`src/bcm_pkg.sv`:
```
// ----------------------------------------------------------------------------
// bcm_pkg
// Field widths, stage codes, result layout and sequencer types shared by the
// breath cycle monitor, its channels and its serial divider.
// ----------------------------------------------------------------------------
package bcm_pkg;

    localparam int STAGE_W = 3;
    localparam int FLOW_W  = 16;
    localparam int TICK_W  = 7;
    localparam int BPM_W   = 16;
    localparam int RATIO_W = 8;
    localparam int LEAK_W  = 16;
    localparam int VOL_W   = 32;
    localparam int MS_W    = 20;

    localparam logic [STAGE_W-1:0] STG_IDLE       = 3'd0;
    localparam logic [STAGE_W-1:0] STG_ERROR      = 3'd1;
    localparam logic [STAGE_W-1:0] STG_INSP_START = 3'd2;
    localparam logic [STAGE_W-1:0] STG_INSP_END   = 3'd3;
    localparam logic [STAGE_W-1:0] STG_EXP_START  = 3'd4;
    localparam logic [STAGE_W-1:0] STG_EXP_END    = 3'd5;

    localparam logic [TICK_W-1:0]  TICK_RESET   = 7'd10;
    localparam int                 BPM_DVD_W    = 20;
    localparam logic [BPM_DVD_W-1:0] BPM_DIVIDEND = 20'd600000;
    localparam logic [BPM_W-1:0]   BPM_MAX      = 16'd60000;
    localparam logic [RATIO_W-1:0] RATIO_UNIT   = 8'd10;
    localparam logic [RATIO_W-1:0] RATIO_MAX    = 8'd255;
    localparam logic [LEAK_W-1:0]  LEAK_POS_MAX = 16'h7FFF;
    localparam logic [LEAK_W-1:0]  LEAK_NEG_MAX = 16'h8000;
    localparam logic [MS_W-1:0]    MS_MAX       = 20'hFFFFF;
    localparam int                 VOL_DIV      = 60;
    localparam int                 MV_DIV       = 10000;
    localparam int                 MV_DVD_W     = 48;

    // corrected sums are held in 64 bits; the divider sees them times tick_ms
    localparam int CORR_W    = 64;
    localparam int DIV_DVD_W = CORR_W + TICK_W;
    localparam int DIV_CNT_W = 7;

    typedef enum logic [5:0] {
        S_IDLE  = 6'b000001,
        S_PRE1  = 6'b000010,
        S_PRE2  = 6'b000100,
        S_SETUP = 6'b001000,
        S_DIV   = 6'b010000,
        S_DONE  = 6'b100000
    } t_state;

    typedef enum logic [3:0] {
        OP_BPM = 4'd0,
        OP_RAT = 4'd1,
        OP_TK  = 4'd2,
        OP_TKI = 4'd3,
        OP_TKE = 4'd4,
        OP_LM  = 4'd5,
        OP_VI  = 4'd6,
        OP_VE  = 4'd7,
        OP_MV  = 4'd8
    } t_op;

    typedef struct packed {
        logic                 start;
        logic [DIV_CNT_W-1:0] count;
    } t_div_ctl;

    typedef struct packed {
        logic busy;
        logic done;
    } t_div_sts;

    typedef struct packed {
        logic [BPM_W-1:0]          breaths_per_min_x10;
        logic [RATIO_W-1:0]        ratio_insp_x10;
        logic [RATIO_W-1:0]        ratio_exp_x10;
        logic signed [LEAK_W-1:0]  leak_avg;
        logic [VOL_W-1:0]          insp_volume;
        logic [VOL_W-1:0]          exp_volume;
        logic [VOL_W-1:0]          minute_volume;
        logic [MS_W-1:0]           insp_ms;
        logic [MS_W-1:0]           exp_ms;
    } t_result;

endpackage

```
`src/bcm_if.sv`:
```
// ----------------------------------------------------------------------------
// bcm channels
// Valid/ready channels of the breath cycle monitor: tick input, result output
// and the tick_ms configuration write.
// ----------------------------------------------------------------------------
interface bcm_in_if import bcm_pkg::*; ();
    logic                      valid;
    logic                      ready;
    logic [STAGE_W-1:0]        stage;
    logic signed [FLOW_W-1:0]  flow;

    modport source (output valid, output stage, output flow, input ready);
    modport sink   (input valid, input stage, input flow, output ready);
endinterface

interface bcm_out_if import bcm_pkg::*; ();
    logic                      valid;
    logic                      ready;
    logic [BPM_W-1:0]          breaths_per_min_x10;
    logic [RATIO_W-1:0]        ratio_insp_x10;
    logic [RATIO_W-1:0]        ratio_exp_x10;
    logic signed [LEAK_W-1:0]  leak_avg;
    logic [VOL_W-1:0]          insp_volume;
    logic [VOL_W-1:0]          exp_volume;
    logic [VOL_W-1:0]          minute_volume;
    logic [MS_W-1:0]           insp_ms;
    logic [MS_W-1:0]           exp_ms;

    modport source (output valid, output breaths_per_min_x10, output ratio_insp_x10,
                    output ratio_exp_x10, output leak_avg, output insp_volume,
                    output exp_volume, output minute_volume, output insp_ms,
                    output exp_ms, input ready);
    modport sink   (input valid, input breaths_per_min_x10, input ratio_insp_x10,
                    input ratio_exp_x10, input leak_avg, input insp_volume,
                    input exp_volume, input minute_volume, input insp_ms,
                    input exp_ms, output ready);
endinterface

interface bcm_cfg_if import bcm_pkg::*; ();
    logic               valid;
    logic               ready;
    logic [TICK_W-1:0]  tick_ms;

    modport source (output valid, output tick_ms, input ready);
    modport sink   (input valid, input tick_ms, output ready);
endinterface

```
`src/bcm_div.sv`:
```
// ----------------------------------------------------------------------------
// bcm_div
// Unsigned restoring divider, one quotient bit per cycle. The dividend comes
// in left aligned; after count shifts the quotient sits in the low bits.
// ----------------------------------------------------------------------------
module bcm_div import bcm_pkg::*; #(
    parameter int DSW = 21
) (
    input  logic                 i_clk,
    input  logic                 i_rst_n,
    input  t_div_ctl             i_ctl,
    input  logic [DIV_DVD_W-1:0] i_dividend,
    input  logic [DSW-1:0]       i_divisor,
    output t_div_sts             o_sts,
    output logic [DIV_DVD_W-1:0] o_quotient
);

    logic [DIV_DVD_W-1:0] r_quo;
    logic [DSW-1:0]       r_rem;
    logic [DSW-1:0]       r_dsr;
    logic [DIV_CNT_W-1:0] r_cnt;
    logic                 r_busy;
    logic                 r_done;

    logic [DSW:0]   w_sh;
    logic [DSW:0]   w_diff;
    logic           w_ge;
    logic [DSW-1:0] w_rem_nx;

    assign w_sh     = {r_rem, r_quo[DIV_DVD_W-1]};
    assign w_ge     = w_sh >= {1'b0, r_dsr};
    assign w_diff   = w_sh - {1'b0, r_dsr};
    assign w_rem_nx = w_ge ? w_diff[DSW-1:0] : w_sh[DSW-1:0];

    always_ff @(posedge i_clk) begin
        if (!i_rst_n) begin
            r_busy <= 1'b0;
            r_done <= 1'b0;
            r_cnt  <= '0;
        end else begin
            r_done <= 1'b0;
            if (i_ctl.start) begin
                r_busy <= 1'b1;
                r_cnt  <= i_ctl.count;
            end else if (r_busy) begin
                r_cnt <= r_cnt - 1'b1;
                if (r_cnt == DIV_CNT_W'(1)) begin
                    r_busy <= 1'b0;
                    r_done <= 1'b1;
                end
            end
        end
    end

    always_ff @(posedge i_clk) begin
        if (i_ctl.start) begin
            r_quo <= i_dividend;
            r_rem <= '0;
            r_dsr <= i_divisor;
        end else if (r_busy) begin
            r_quo <= {r_quo[DIV_DVD_W-2:0], w_ge};
            r_rem <= w_rem_nx;
        end
    end

    assign o_sts.busy = r_busy;
    assign o_sts.done = r_done;
    assign o_quotient = r_quo;

endmodule

```
`src/breath_cycle_monitor.sv`:
```
// ----------------------------------------------------------------------------
// breath_cycle_monitor
// Breath-by-breath ventilation statistics from staged flow ticks.
// ----------------------------------------------------------------------------
// Ticks that do not close a breath are taken one per cycle. A tick with
// inspiration start right after expiration end closes the breath: its sums are
// frozen and the tick itself starts the new breath. The result is then worked
// out by one shared bit-serial divider running nine divisions in turn (rate,
// ratio, three tick counts, mean leak, two volumes, minute volume); no tick is
// taken while they run. A finished result waits in the output register, so
// the next ticks are taken while it is still pending.
module breath_cycle_monitor import bcm_pkg::*; #(
    parameter int TIME_BITS = 20,
    parameter int SUM_BITS  = 40
) (
    input  logic        i_clk,
    input  logic        i_rst_n,
    bcm_cfg_if.sink     i_cfg,
    bcm_in_if.sink      i_in,
    bcm_out_if.source   o_out
);

    localparam int TB  = TIME_BITS;
    localparam int SB  = SUM_BITS;
    localparam int DSW = TB + 1;
    localparam int MA  = VOL_W + 1;
    localparam int MB  = TB + 1;
    localparam int PW  = MA + MB;
    localparam int AW  = CORR_W + 2;
    localparam int DVW = DIV_DVD_W;

    function automatic logic [TB-1:0] f_time_add(input logic [TB-1:0] acc,
                                                 input logic [TICK_W-1:0] tick);
        logic [TB:0] s;
        s = {1'b0, acc} + (TB+1)'(tick);
        return s[TB] ? {TB{1'b1}} : s[TB-1:0];
    endfunction

    function automatic logic signed [SB-1:0] f_sum_add(input logic signed [SB-1:0] acc,
                                                       input logic signed [FLOW_W-1:0] v);
        logic signed [SB:0] s;
        s = (SB+1)'(acc) + (SB+1)'(v);
        if (s[SB] != s[SB-1]) begin
            return s[SB] ? {1'b1, {(SB-1){1'b0}}} : {1'b0, {(SB-1){1'b1}}};
        end
        return s[SB-1:0];
    endfunction

    function automatic logic [VOL_W-1:0] f_sat32(input logic [DVW-1:0] q);
        return (|q[DVW-1:VOL_W]) ? {VOL_W{1'b1}} : q[VOL_W-1:0];
    endfunction

    // tick accumulation
    logic [TICK_W-1:0]       r_tick;
    logic [STAGE_W-1:0]      r_prev;
    logic [TB-1:0]           r_acc_ti;
    logic [TB-1:0]           r_acc_te;
    logic signed [SB-1:0]    r_acc_leak;
    logic signed [SB-1:0]    r_acc_isum;
    logic signed [SB-1:0]    r_acc_esum;

    // frozen breath and partial results
    t_state                  r_state;
    t_state                  n_state;
    t_op                     r_op;
    t_op                     n_op;
    logic [TB-1:0]           r_ti;
    logic [TB-1:0]           r_te;
    logic [TB:0]             r_t;
    logic signed [SB-1:0]    r_leak;
    logic signed [SB-1:0]    r_isum;
    logic signed [SB-1:0]    r_esum;
    logic [BPM_W-1:0]        r_bpm;
    logic [RATIO_W-1:0]      r_ri;
    logic [RATIO_W-1:0]      r_re;
    logic signed [LEAK_W-1:0] r_lm;
    logic [TB:0]             r_tk;
    logic [TB-1:0]           r_tki;
    logic [TB-1:0]           r_tke;
    logic [VOL_W-1:0]        r_vi;
    logic [VOL_W-1:0]        r_ve;
    logic [VOL_W-1:0]        r_mv;
    logic signed [PW-1:0]    r_prod;
    logic [CORR_W-1:0]       r_m;
    logic                    r_zero;
    t_result                 r_out;
    logic                    r_out_valid;

    logic                    w_in_acc;
    logic                    w_end;
    logic                    w_out_free;
    logic signed [MA-1:0]    w_mul_a;
    logic signed [MB-1:0]    w_mul_b;
    logic signed [PW-1:0]    w_prod;
    logic signed [SB-1:0]    w_sum_sel;
    logic signed [AW-1:0]    w_diff;
    logic signed [CORR_W-1:0] w_corr;
    logic [CORR_W-1:0]       w_mag;
    logic                    w_zero;
    logic                    w_i_le_e;
    logic [TB-1:0]           w_big;
    logic [TB-1:0]           w_sml;
    logic [TB+3:0]           w_num10;
    logic [SB-1:0]           w_leak_mag;
    logic [DVW-1:0]          w_vdvd;
    logic [DVW-1:0]          w_dvd;
    logic [DSW-1:0]          w_dsr;
    logic [DIV_CNT_W-1:0]    w_cnt;
    t_div_ctl                w_div_ctl;
    t_div_sts                w_div_sts;
    logic [DVW-1:0]          w_q;
    logic [BPM_W-1:0]        w_bpm;
    logic [RATIO_W-1:0]      w_rsat;
    logic [LEAK_W-1:0]       w_lm;

    assign i_cfg.ready = 1'b1;
    assign i_in.ready  = (r_state == S_IDLE);
    assign w_in_acc    = i_in.valid && i_in.ready;
    assign w_end       = (i_in.stage == STG_INSP_START) && (r_prev == STG_EXP_END);
    assign w_out_free  = !r_out_valid || o_out.ready;

    always_ff @(posedge i_clk) begin
        if (!i_rst_n) begin
            r_tick <= TICK_RESET;
        end else if (i_cfg.valid) begin
            r_tick <= i_cfg.tick_ms;
        end
    end

    always_ff @(posedge i_clk) begin
        if (!i_rst_n) begin
            r_prev     <= STG_IDLE;
            r_acc_ti   <= '0;
            r_acc_te   <= '0;
            r_acc_leak <= '0;
            r_acc_isum <= '0;
            r_acc_esum <= '0;
        end else if (w_in_acc) begin
            r_prev <= i_in.stage;
            unique case (i_in.stage)
                STG_IDLE, STG_ERROR: begin
                    r_acc_ti   <= '0;
                    r_acc_te   <= '0;
                    r_acc_leak <= '0;
                    r_acc_isum <= '0;
                    r_acc_esum <= '0;
                end
                STG_INSP_START, STG_INSP_END: begin
                    if (w_end) begin
                        // restart the sums with this tick
                        r_acc_ti   <= f_time_add('0, r_tick);
                        r_acc_te   <= '0;
                        r_acc_leak <= f_sum_add('0, i_in.flow);
                        r_acc_isum <= f_sum_add('0, i_in.flow);
                        r_acc_esum <= '0;
                    end else begin
                        r_acc_ti   <= f_time_add(r_acc_ti, r_tick);
                        r_acc_leak <= f_sum_add(r_acc_leak, i_in.flow);
                        r_acc_isum <= f_sum_add(r_acc_isum, i_in.flow);
                    end
                end
                STG_EXP_START, STG_EXP_END: begin
                    r_acc_te   <= f_time_add(r_acc_te, r_tick);
                    r_acc_leak <= f_sum_add(r_acc_leak, i_in.flow);
                    r_acc_esum <= f_sum_add(r_acc_esum, i_in.flow);
                end
                default: begin
                end
            endcase
        end
    end

    // shared multiplier: leak times tick count, or volume times rate
    always_comb begin
        if (r_op == OP_MV) begin
            w_mul_a = $signed({1'b0, r_vi});
            w_mul_b = $signed({1'b0, TB'(r_bpm)});
        end else begin
            w_mul_a = MA'(r_lm);
            w_mul_b = $signed({1'b0, (r_op == OP_VE) ? r_tke : r_tki});
        end
    end
    assign w_prod = w_mul_a * w_mul_b;

    assign w_sum_sel = (r_op == OP_VE) ? r_esum : r_isum;
    assign w_diff    = AW'(w_sum_sel) - AW'(r_prod);

    always_comb begin
        if ((&w_diff[AW-1:CORR_W-1]) || !(|w_diff[AW-1:CORR_W-1])) begin
            w_corr = w_diff[CORR_W-1:0];
        end else begin
            w_corr = w_diff[AW-1] ? {1'b1, {(CORR_W-1){1'b0}}} : {1'b0, {(CORR_W-1){1'b1}}};
        end
    end
    assign w_mag  = w_corr[CORR_W-1] ? CORR_W'(-w_corr) : CORR_W'(w_corr);
    assign w_zero = w_corr[CORR_W-1] || (w_corr == '0);

    assign w_i_le_e   = r_ti <= r_te;
    assign w_big      = w_i_le_e ? r_te : r_ti;
    assign w_sml      = w_i_le_e ? r_ti : r_te;
    assign w_num10    = (TB+4)'({w_big, 3'b000}) + (TB+4)'({w_big, 1'b0});
    assign w_leak_mag = r_leak[SB-1] ? SB'(-r_leak) : SB'(r_leak);
    assign w_vdvd     = DVW'(r_m) * DVW'(r_tick);

    // left-align each dividend so the quotient lands in the low bits
    always_comb begin
        w_dvd = '0;
        w_dsr = '0;
        w_cnt = '0;
        unique case (r_op)
            OP_BPM: begin
                w_dvd = DVW'(BPM_DIVIDEND) << (DVW - BPM_DVD_W);
                w_dsr = r_t;
                w_cnt = DIV_CNT_W'(BPM_DVD_W);
            end
            OP_RAT: begin
                w_dvd = DVW'(w_num10) << (DVW - TB - 4);
                w_dsr = DSW'(w_sml);
                w_cnt = DIV_CNT_W'(TB + 4);
            end
            OP_TK: begin
                w_dvd = DVW'(r_t) << (DVW - TB - 1);
                w_dsr = DSW'(r_tick);
                w_cnt = DIV_CNT_W'(TB + 1);
            end
            OP_TKI: begin
                w_dvd = DVW'(r_ti) << (DVW - TB);
                w_dsr = DSW'(r_tick);
                w_cnt = DIV_CNT_W'(TB);
            end
            OP_TKE: begin
                w_dvd = DVW'(r_te) << (DVW - TB);
                w_dsr = DSW'(r_tick);
                w_cnt = DIV_CNT_W'(TB);
            end
            OP_LM: begin
                w_dvd = DVW'(w_leak_mag) << (DVW - SB);
                w_dsr = r_tk;
                w_cnt = DIV_CNT_W'(SB);
            end
            OP_VI, OP_VE: begin
                w_dvd = w_vdvd;
                w_dsr = DSW'(VOL_DIV);
                w_cnt = DIV_CNT_W'(DVW);
            end
            OP_MV: begin
                w_dvd = DVW'(r_prod[MV_DVD_W-1:0]) << (DVW - MV_DVD_W);
                w_dsr = DSW'(MV_DIV);
                w_cnt = DIV_CNT_W'(MV_DVD_W);
            end
            default: begin
            end
        endcase
    end

    assign w_div_ctl.start = (r_state == S_SETUP);
    assign w_div_ctl.count = w_cnt;

    bcm_div #(
        .DSW (DSW)
    ) u_div (
        .i_clk      (i_clk),
        .i_rst_n    (i_rst_n),
        .i_ctl      (w_div_ctl),
        .i_dividend (w_dvd),
        .i_divisor  (w_dsr),
        .o_sts      (w_div_sts),
        .o_quotient (w_q)
    );

    assign w_bpm  = ((r_t == '0) || (w_q > DVW'(BPM_MAX))) ? BPM_MAX : w_q[BPM_W-1:0];
    assign w_rsat = ((w_sml == '0) || (w_q > DVW'(RATIO_MAX))) ? RATIO_MAX
                                                                : w_q[RATIO_W-1:0];

    always_comb begin
        if (r_tk == '0) begin
            if (r_leak[SB-1]) begin
                w_lm = LEAK_NEG_MAX;
            end else if (|r_leak) begin
                w_lm = LEAK_POS_MAX;
            end else begin
                w_lm = '0;
            end
        end else if (r_leak[SB-1]) begin
            w_lm = (w_q > DVW'(LEAK_NEG_MAX)) ? LEAK_NEG_MAX : LEAK_W'(-w_q[LEAK_W-1:0]);
        end else begin
            w_lm = (w_q > DVW'(LEAK_POS_MAX)) ? LEAK_POS_MAX : w_q[LEAK_W-1:0];
        end
    end

    always_comb begin
        n_state = r_state;
        n_op    = r_op;
        unique case (r_state)
            S_IDLE: begin
                if (w_in_acc && w_end) begin
                    n_state = S_PRE1;
                    n_op    = OP_BPM;
                end
            end
            S_PRE1:  n_state = S_PRE2;
            S_PRE2:  n_state = S_SETUP;
            S_SETUP: n_state = S_DIV;
            S_DIV: begin
                if (w_div_sts.done) begin
                    if (r_op == OP_MV) begin
                        n_state = S_DONE;
                    end else begin
                        n_op    = t_op'(r_op + 1'b1);
                        n_state = S_PRE1;
                    end
                end
            end
            S_DONE: begin
                if (w_out_free) begin
                    n_state = S_IDLE;
                end
            end
            default: n_state = S_IDLE;
        endcase
    end

    always_ff @(posedge i_clk) begin
        if (!i_rst_n) begin
            r_state <= S_IDLE;
            r_op    <= OP_BPM;
        end else begin
            r_state <= n_state;
            r_op    <= n_op;
        end
    end

    always_ff @(posedge i_clk) begin
        if (w_in_acc && w_end) begin
            r_ti   <= r_acc_ti;
            r_te   <= r_acc_te;
            r_t    <= {1'b0, r_acc_ti} + {1'b0, r_acc_te};
            r_leak <= r_acc_leak;
            r_isum <= r_acc_isum;
            r_esum <= r_acc_esum;
        end
        if (r_state == S_PRE1) begin
            r_prod <= w_prod;
        end
        if (r_state == S_PRE2) begin
            r_m    <= w_mag;
            r_zero <= w_zero;
        end
        if ((r_state == S_DIV) && w_div_sts.done) begin
            unique case (r_op)
                OP_BPM: r_bpm <= w_bpm;
                OP_RAT: begin
                    r_ri <= w_i_le_e ? RATIO_UNIT : w_rsat;
                    r_re <= w_i_le_e ? w_rsat : RATIO_UNIT;
                end
                OP_TK:  r_tk  <= (r_tick == '0) ? '0 : w_q[TB:0];
                OP_TKI: r_tki <= (r_tick == '0) ? '0 : w_q[TB-1:0];
                OP_TKE: r_tke <= (r_tick == '0) ? '0 : w_q[TB-1:0];
                OP_LM:  r_lm  <= w_lm;
                OP_VI:  r_vi  <= r_zero ? '0 : f_sat32(w_q);
                OP_VE:  r_ve  <= f_sat32(w_q);
                OP_MV:  r_mv  <= f_sat32(w_q);
                default: begin
                end
            endcase
        end
    end

    always_ff @(posedge i_clk) begin
        if (!i_rst_n) begin
            r_out_valid <= 1'b0;
        end else begin
            priority if ((r_state == S_DONE) && w_out_free) begin
                r_out_valid <= 1'b1;
            end else if (o_out.ready) begin
                r_out_valid <= 1'b0;
            end
        end
    end

    always_ff @(posedge i_clk) begin
        if ((r_state == S_DONE) && w_out_free) begin
            r_out.breaths_per_min_x10 <= r_bpm;
            r_out.ratio_insp_x10      <= r_ri;
            r_out.ratio_exp_x10       <= r_re;
            r_out.leak_avg            <= r_lm;
            r_out.insp_volume         <= r_vi;
            r_out.exp_volume          <= r_ve;
            r_out.minute_volume       <= r_mv;
            r_out.insp_ms <= (33'(r_ti) > 33'(MS_MAX)) ? MS_MAX : MS_W'(r_ti);
            r_out.exp_ms  <= (33'(r_te) > 33'(MS_MAX)) ? MS_MAX : MS_W'(r_te);
        end
    end

    assign o_out.valid               = r_out_valid;
    assign o_out.breaths_per_min_x10 = r_out.breaths_per_min_x10;
    assign o_out.ratio_insp_x10      = r_out.ratio_insp_x10;
    assign o_out.ratio_exp_x10       = r_out.ratio_exp_x10;
    assign o_out.leak_avg            = r_out.leak_avg;
    assign o_out.insp_volume         = r_out.insp_volume;
    assign o_out.exp_volume          = r_out.exp_volume;
    assign o_out.minute_volume       = r_out.minute_volume;
    assign o_out.insp_ms             = r_out.insp_ms;
    assign o_out.exp_ms              = r_out.exp_ms;

`ifndef ASSERT_OFF
    a_div_free_at_start: assert property (@(posedge i_clk) disable iff (!i_rst_n)
        (r_state == S_SETUP) |-> !w_div_sts.busy)
        else $error("divider started while still busy");

    a_done_in_div: assert property (@(posedge i_clk) disable iff (!i_rst_n)
        w_div_sts.done |-> (r_state == S_DIV))
        else $error("divider finished outside the divide step");

    a_load_from_done: assert property (@(posedge i_clk) disable iff (!i_rst_n)
        $rose(r_out_valid) |-> $past(r_state == S_DONE))
        else $error("result loaded without a finished breath");

    a_ratio_unit: assert property (@(posedge i_clk) disable iff (!i_rst_n)
        r_out_valid |-> (r_out.ratio_insp_x10 == RATIO_UNIT ||
                         r_out.ratio_exp_x10 == RATIO_UNIT))
        else $error("neither ratio side is unity");

    a_bpm_max: assert property (@(posedge i_clk) disable iff (!i_rst_n)
        r_out_valid |-> (r_out.breaths_per_min_x10 <= BPM_MAX))
        else $error("breath rate above saturation");
`endif

endmodule
```
`src/flat_wrapper.sv`:
```
// flat-port wrapper written by rule: the top's interface ports become plain ports
module breath_cycle_monitor_flat import bcm_pkg::*;
#(
    parameter int TIME_BITS = 20,
    parameter int SUM_BITS  = 40
)
  (i_clk, i_rst_n, i_cfg_valid, i_cfg_tick_ms, i_cfg_ready, i_in_valid, i_in_stage, i_in_flow, i_in_ready, o_out_valid, o_out_breaths_per_min_x10, o_out_ratio_insp_x10, o_out_ratio_exp_x10, o_out_leak_avg, o_out_insp_volume, o_out_exp_volume, o_out_minute_volume, o_out_insp_ms, o_out_exp_ms, o_out_ready);
  bcm_cfg_if i_cfg_i ();
  bcm_in_if i_in_i ();
  bcm_out_if o_out_i ();
  input  logic i_clk;
  input  logic i_rst_n;
  input wire logic [$bits(i_cfg_i.valid)-1:0] i_cfg_valid;
  input wire logic [$bits(i_cfg_i.tick_ms)-1:0] i_cfg_tick_ms;
  output wire logic [$bits(i_cfg_i.ready)-1:0] i_cfg_ready;
  input wire logic [$bits(i_in_i.valid)-1:0] i_in_valid;
  input wire logic [$bits(i_in_i.stage)-1:0] i_in_stage;
  input wire logic [$bits(i_in_i.flow)-1:0] i_in_flow;
  output wire logic [$bits(i_in_i.ready)-1:0] i_in_ready;
  output wire logic [$bits(o_out_i.valid)-1:0] o_out_valid;
  output wire logic [$bits(o_out_i.breaths_per_min_x10)-1:0] o_out_breaths_per_min_x10;
  output wire logic [$bits(o_out_i.ratio_insp_x10)-1:0] o_out_ratio_insp_x10;
  output wire logic [$bits(o_out_i.ratio_exp_x10)-1:0] o_out_ratio_exp_x10;
  output wire logic [$bits(o_out_i.leak_avg)-1:0] o_out_leak_avg;
  output wire logic [$bits(o_out_i.insp_volume)-1:0] o_out_insp_volume;
  output wire logic [$bits(o_out_i.exp_volume)-1:0] o_out_exp_volume;
  output wire logic [$bits(o_out_i.minute_volume)-1:0] o_out_minute_volume;
  output wire logic [$bits(o_out_i.insp_ms)-1:0] o_out_insp_ms;
  output wire logic [$bits(o_out_i.exp_ms)-1:0] o_out_exp_ms;
  input wire logic [$bits(o_out_i.ready)-1:0] o_out_ready;
  assign i_cfg_i.valid = i_cfg_valid;
  assign i_cfg_i.tick_ms = i_cfg_tick_ms;
  assign i_cfg_ready = i_cfg_i.ready;
  assign i_in_i.valid = i_in_valid;
  assign i_in_i.stage = i_in_stage;
  assign i_in_i.flow = i_in_flow;
  assign i_in_ready = i_in_i.ready;
  assign o_out_valid = o_out_i.valid;
  assign o_out_breaths_per_min_x10 = o_out_i.breaths_per_min_x10;
  assign o_out_ratio_insp_x10 = o_out_i.ratio_insp_x10;
  assign o_out_ratio_exp_x10 = o_out_i.ratio_exp_x10;
  assign o_out_leak_avg = o_out_i.leak_avg;
  assign o_out_insp_volume = o_out_i.insp_volume;
  assign o_out_exp_volume = o_out_i.exp_volume;
  assign o_out_minute_volume = o_out_i.minute_volume;
  assign o_out_insp_ms = o_out_i.insp_ms;
  assign o_out_exp_ms = o_out_i.exp_ms;
  assign o_out_i.ready = o_out_ready;
  breath_cycle_monitor #(.TIME_BITS(TIME_BITS), .SUM_BITS(SUM_BITS)) u_core (.i_clk(i_clk), .i_rst_n(i_rst_n), .i_cfg(i_cfg_i), .i_in(i_in_i), .o_out(o_out_i));
endmodule
```
`config.mk`:
```
export PLATFORM = sky130hd
export DESIGN_NAME = breath_cycle_monitor_flat
export DESIGN_NICKNAME = d
export VERILOG_FILES = /design/src/bcm_pkg.sv /design/src/bcm_if.sv /design/src/bcm_div.sv /design/src/breath_cycle_monitor.sv /design/src/flat_wrapper.sv
export SDC_FILE = /design/constraint.sdc
export NUM_CORES = 2
export LEC_CHECK = 0
export ABC_AREA = 1
export BUFFER_PORTS_ARGS = -buffer_cell sky130_fd_sc_hd__buf_4
export CORE_MARGIN = 3
export CORE_UTILIZATION = 25
export CTS_BUF_LIST = sky130_fd_sc_hd__clkbuf_16
export DETAILED_ROUTE_END_ITERATION = 8
export GPL_TIMING_DRIVEN = 0
export MAX_ROUTING_LAYER = met4
export SYNTH_ARGS = -nofsm -noshare
export SYNTH_HDL_FRONTEND = slang
export SYNTH_SLANG_ARGS = --single-unit
```
`constraint.sdc`:
```
create_clock -name i_clk -period 19.9 [get_ports i_clk]
set_input_delay 2.985 -clock i_clk [delete_from_list [all_inputs] [get_ports i_clk]]
set_output_delay 2.985 -clock i_clk [all_outputs]
set_load 0.01 [all_outputs]
```
==> impl_metrics.csv <==
group,metric,value,unit
placed_design,portBuffers,214,
drt,postRouteAntennaNets,0,
drt,drc,0,
yosys,ys_seq_area_frac,0.287,
global_route,grt_pass1_wl,553000,um
final_layout,final_common_cell,"nand2_1",
final_layout,layout_common_cells,"nand2_1, inv_1, nor2_1",
final_layout,finish.instance_area,109000,um2
worst_setup_path,crit_path_max_fanout,10,
final_layout,final_cells,17800,
global_route,grt_max_degree,77,
min_path,hp-class,"reg -> reg",
worst_setup_path,worstSetupPathType,"reg -> reg",
clock_network,htreeDepth,3,
placed_design,hpwlAfterDp,325000,um
timing,clock.fmax,0.0894,GHz
floorplanning,num_io_pins,218,
run,cap_violations,0,
final_layout,drive_above_1_share,0.0503,
timing,hold_violations,0,
global_route,gr-total-overflow,0,
global_route,grt_antenna_before_repair,28,
timing,min_period,11180,ps
power_and_ir_drop,power_density,52.8,nW/um2
floorplanning,die_w,627,um
yosys,synth_cell_types,71,
drt,drt_iter0_markers,8585,
placed_design,pre_cts_ws,9080,ps
power_and_ir_drop,p_total,5.76,mW
worst_setup_path,cp_slowest_cell,"clkbuf_1",
final_layout,synthToLayoutAreaGrowth,12.9,%
drt,wl,383000,um
worst_setup_path,crit_required,20450,ps
placed_design,dp.cells,17500,
final_layout,nFillCells,41500,
drt,vias,85100,
floorplanning,die_h,627,um
yosys,synthFlopType,"edfxtp_1",
floorplanning,num_rows,227,
clock_network,cts_hold_buf,0,
power_and_ir_drop,ir_drop,0.0783,mV
timing,finalClockSkew,123,ps
worst_setup_path,end_kind,"flop",
clock_network,cts_buffers,113,
yosys,synth_area,96500,um2
global_route,grt_usage,0.196,
timing,relSlewSlack,0.0380,
worst_setup_path,startpoint_type,"flop",
clock_network,path_clk_slew,60,ps
run_status,status,"finished, final reports clean",
final_layout,utilization,0.284,
placed_design,gp_congestion,1.06,
worst_setup_path,critPathArrivalTime,11730,ps
floorplanning,initial_core_util,0.252,
timing,postLayoutSetupSlackWorst,8720,ps
timing,rsz0062_at_grt,"false",
worst_setup_path,slowest_delay,890,ps
floorplanning,die_area,394000,um2
clock_network,clk_path_buf_depth,4,
placed_design,placed_cell_area,105000,um2
yosys,yosys_warnings,0,
power_and_ir_drop,p_leak,49.7,nW
global_route,grt_pass1_vias,81600,
timing,hold-worst-slack,412,ps
yosys,ys_ff_latch,992,
timing,maxSlewViolCount,0,
clock_network,insertion_delay,920,ps
clock_network,cts_root_buffer,"clkbuf_16",
timing,finalSetupTns,0,ps
yosys,async_flop_share,0,
drt,firstDrtPassIters,8,
drt,via_per_inst,4.79,
timing,setup_viol,0,
yosys,synth.avg_cell_area,7.88,um2
yosys,syn_inst,12200,
final_layout,nets,14100,
clock_network,cts_tree,"done",
drt,avgRoutedWirePerCell,21.5,um
yosys,synth_edf_count,781,
clock_network,post_cts_buffers,0,
clock_network,cts_sinks,992,
timing,finalCritPeriodShare,0.562,
timing,worst_pin_slew,1440,ps
floorplanning,core,383000,um2
clock_network,cts.repair.resized,0,
[logic make-up (layout without fill, tap and decap cells)]
logic type / Yosys count / after routing / synth area share
xor gates and xnor gates: 291 / 291 / 0.0267
adders and majority gates: 1474 / 1474 / 0.267
other: 2 / 36 / 0.0000778
DFF: 992 / 992 / 0.287
AOI/OAI and AO/OA: 1687 / 1687 / 0.0987
buffers and inverters: 2705 / 3164 / 0.106
muxes: 6 / 6 / 0.000622
and+or+nand+nor: 5089 / 5089 / 0.215
[flip-flops by register name, summed over array words and instances, names as in the netlist, 21 cells and up]
signal                      cells
u_core.r_prod                  54
u_core.r_acc_leak              40
u_core.r_acc_esum              40
u_core.r_mv                    32
u_core.o_out.insp_volume       32
u_core.r_m                     64
u_core.u_div.r_dsr             21
u_core.r_tk                    21
u_core.r_acc_isum              40
u_core.u_div.r_rem             21
u_core.r_ve                    32
u_core.r_t                     21
u_core.r_isum                  40
u_core.r_vi                    32
u_core.r_esum                  40
u_core.o_out.exp_volume        32
u_core.u_div.o_quotient        71
u_core.o_out.minute_volume     32
u_core.r_leak                  40
[layer usage]
layer,GRT usage,share of wire,up-vias
li1,-,-,39500
met1,0.258,0.43,41400
met2,0.291,0.43,3527
met3,0.0329,0.082,652
met4,0.0974,0.059,0
met5,-,0,-
[final timing paths]
path | startpoint | endpoint | slack [ps] | cells after the start
setup / recovery | u_core.r_op[2] | u_core.r_prod[50] | 8720 | 32
hold / removal | u_core.r_ri[6] | u_core.o_out.ratio_insp_x10[6] | 410 | 0
setup reg to reg | u_core.r_op[2] | u_core.r_prod[50] | 8720 | 32
hold reg to reg | u_core.r_ri[6] | u_core.o_out.ratio_insp_x10[6] | 410 | 0
[critical path, delay by kind of cell (launching register included)]
kind	cells	cell delay [ps]
adders and majority gates	8	4170
DFF	1	430
AOI/OAI and AO/OA	5	2010
xor gates and xnor gates	1	190
buffers and inverters	9	1770
and+or+nand+nor	8	1380
muxes	1	790
[cells in the mapped netlist, types with 6 or more instances]
master     count  area share
nor3_1       109      0.0057
buf_4          7     0.00054
nor4_1        64      0.0041
nor2_2        31      0.0020
o21ai_1       57      0.0030
nand3_1      388       0.020
xor2_1       183       0.017
edfxtp_1     781        0.24
nand2_1     2921        0.11
clkbuf_1     245      0.0095
a21oi_1      631       0.033
inv_1       2332       0.091
or2_2         38      0.0025
fa_1         971        0.20
xnor2_1      104      0.0094
o21bai_1      58      0.0045
a221oi_1      23      0.0021
and3_1         9     0.00058
o21ai_0      558       0.029
nand3b_1      22      0.0017
a21boi_0      31      0.0024
inv_2         30      0.0012
clkinv_1      22     0.00086
a31oi_1       59      0.0038
nand4_1      133      0.0086
nor2_1      1324       0.051
o21ai_2        7     0.00064
ha_1         503       0.065
dfxtp_1      211       0.044
o31ai_1       10     0.00078
o22ai_1       46      0.0030
buf_1         38      0.0015
mux2i_1        6     0.00062
o211ai_1      68      0.0053
o221ai_1      17      0.0015
o21a_1        21      0.0016
nand2_2       21      0.0014
a21o_1        55      0.0043
buf_2         29      0.0015
o2111ai_1      9     0.00082
a211oi_1      14      0.0011
[power by group]
part           leakage (nW)  switching [mW]  internal [mW]
Sequential             8.60          0.0268           2.23
Combinational          39.2           0.920          0.428
Clock                  1.87           0.943           1.21
Total                  49.7            1.89           3.87
[final cells by class]
type | count | area (um2) | area share
Buffer | 321 | 1290 | 0.0119
Sequential cell | 992 | 27700 | 0.254
Tap cell | 5038 | 6300 | 0.0579
Clock buffer | 116 | 2900 | 0.0266
Multi-Input combinational cell | 8557 | 58700 | 0.539
Antenna cell | 26 | 65.1 | 0.000597
Inverter | 2384 | 8950 | 0.0822
Timing Repair Buffer | 250 | 2190 | 0.0201
Clock inverter | 93 | 851 | 0.00781
(Power assumes the default switching activity.)
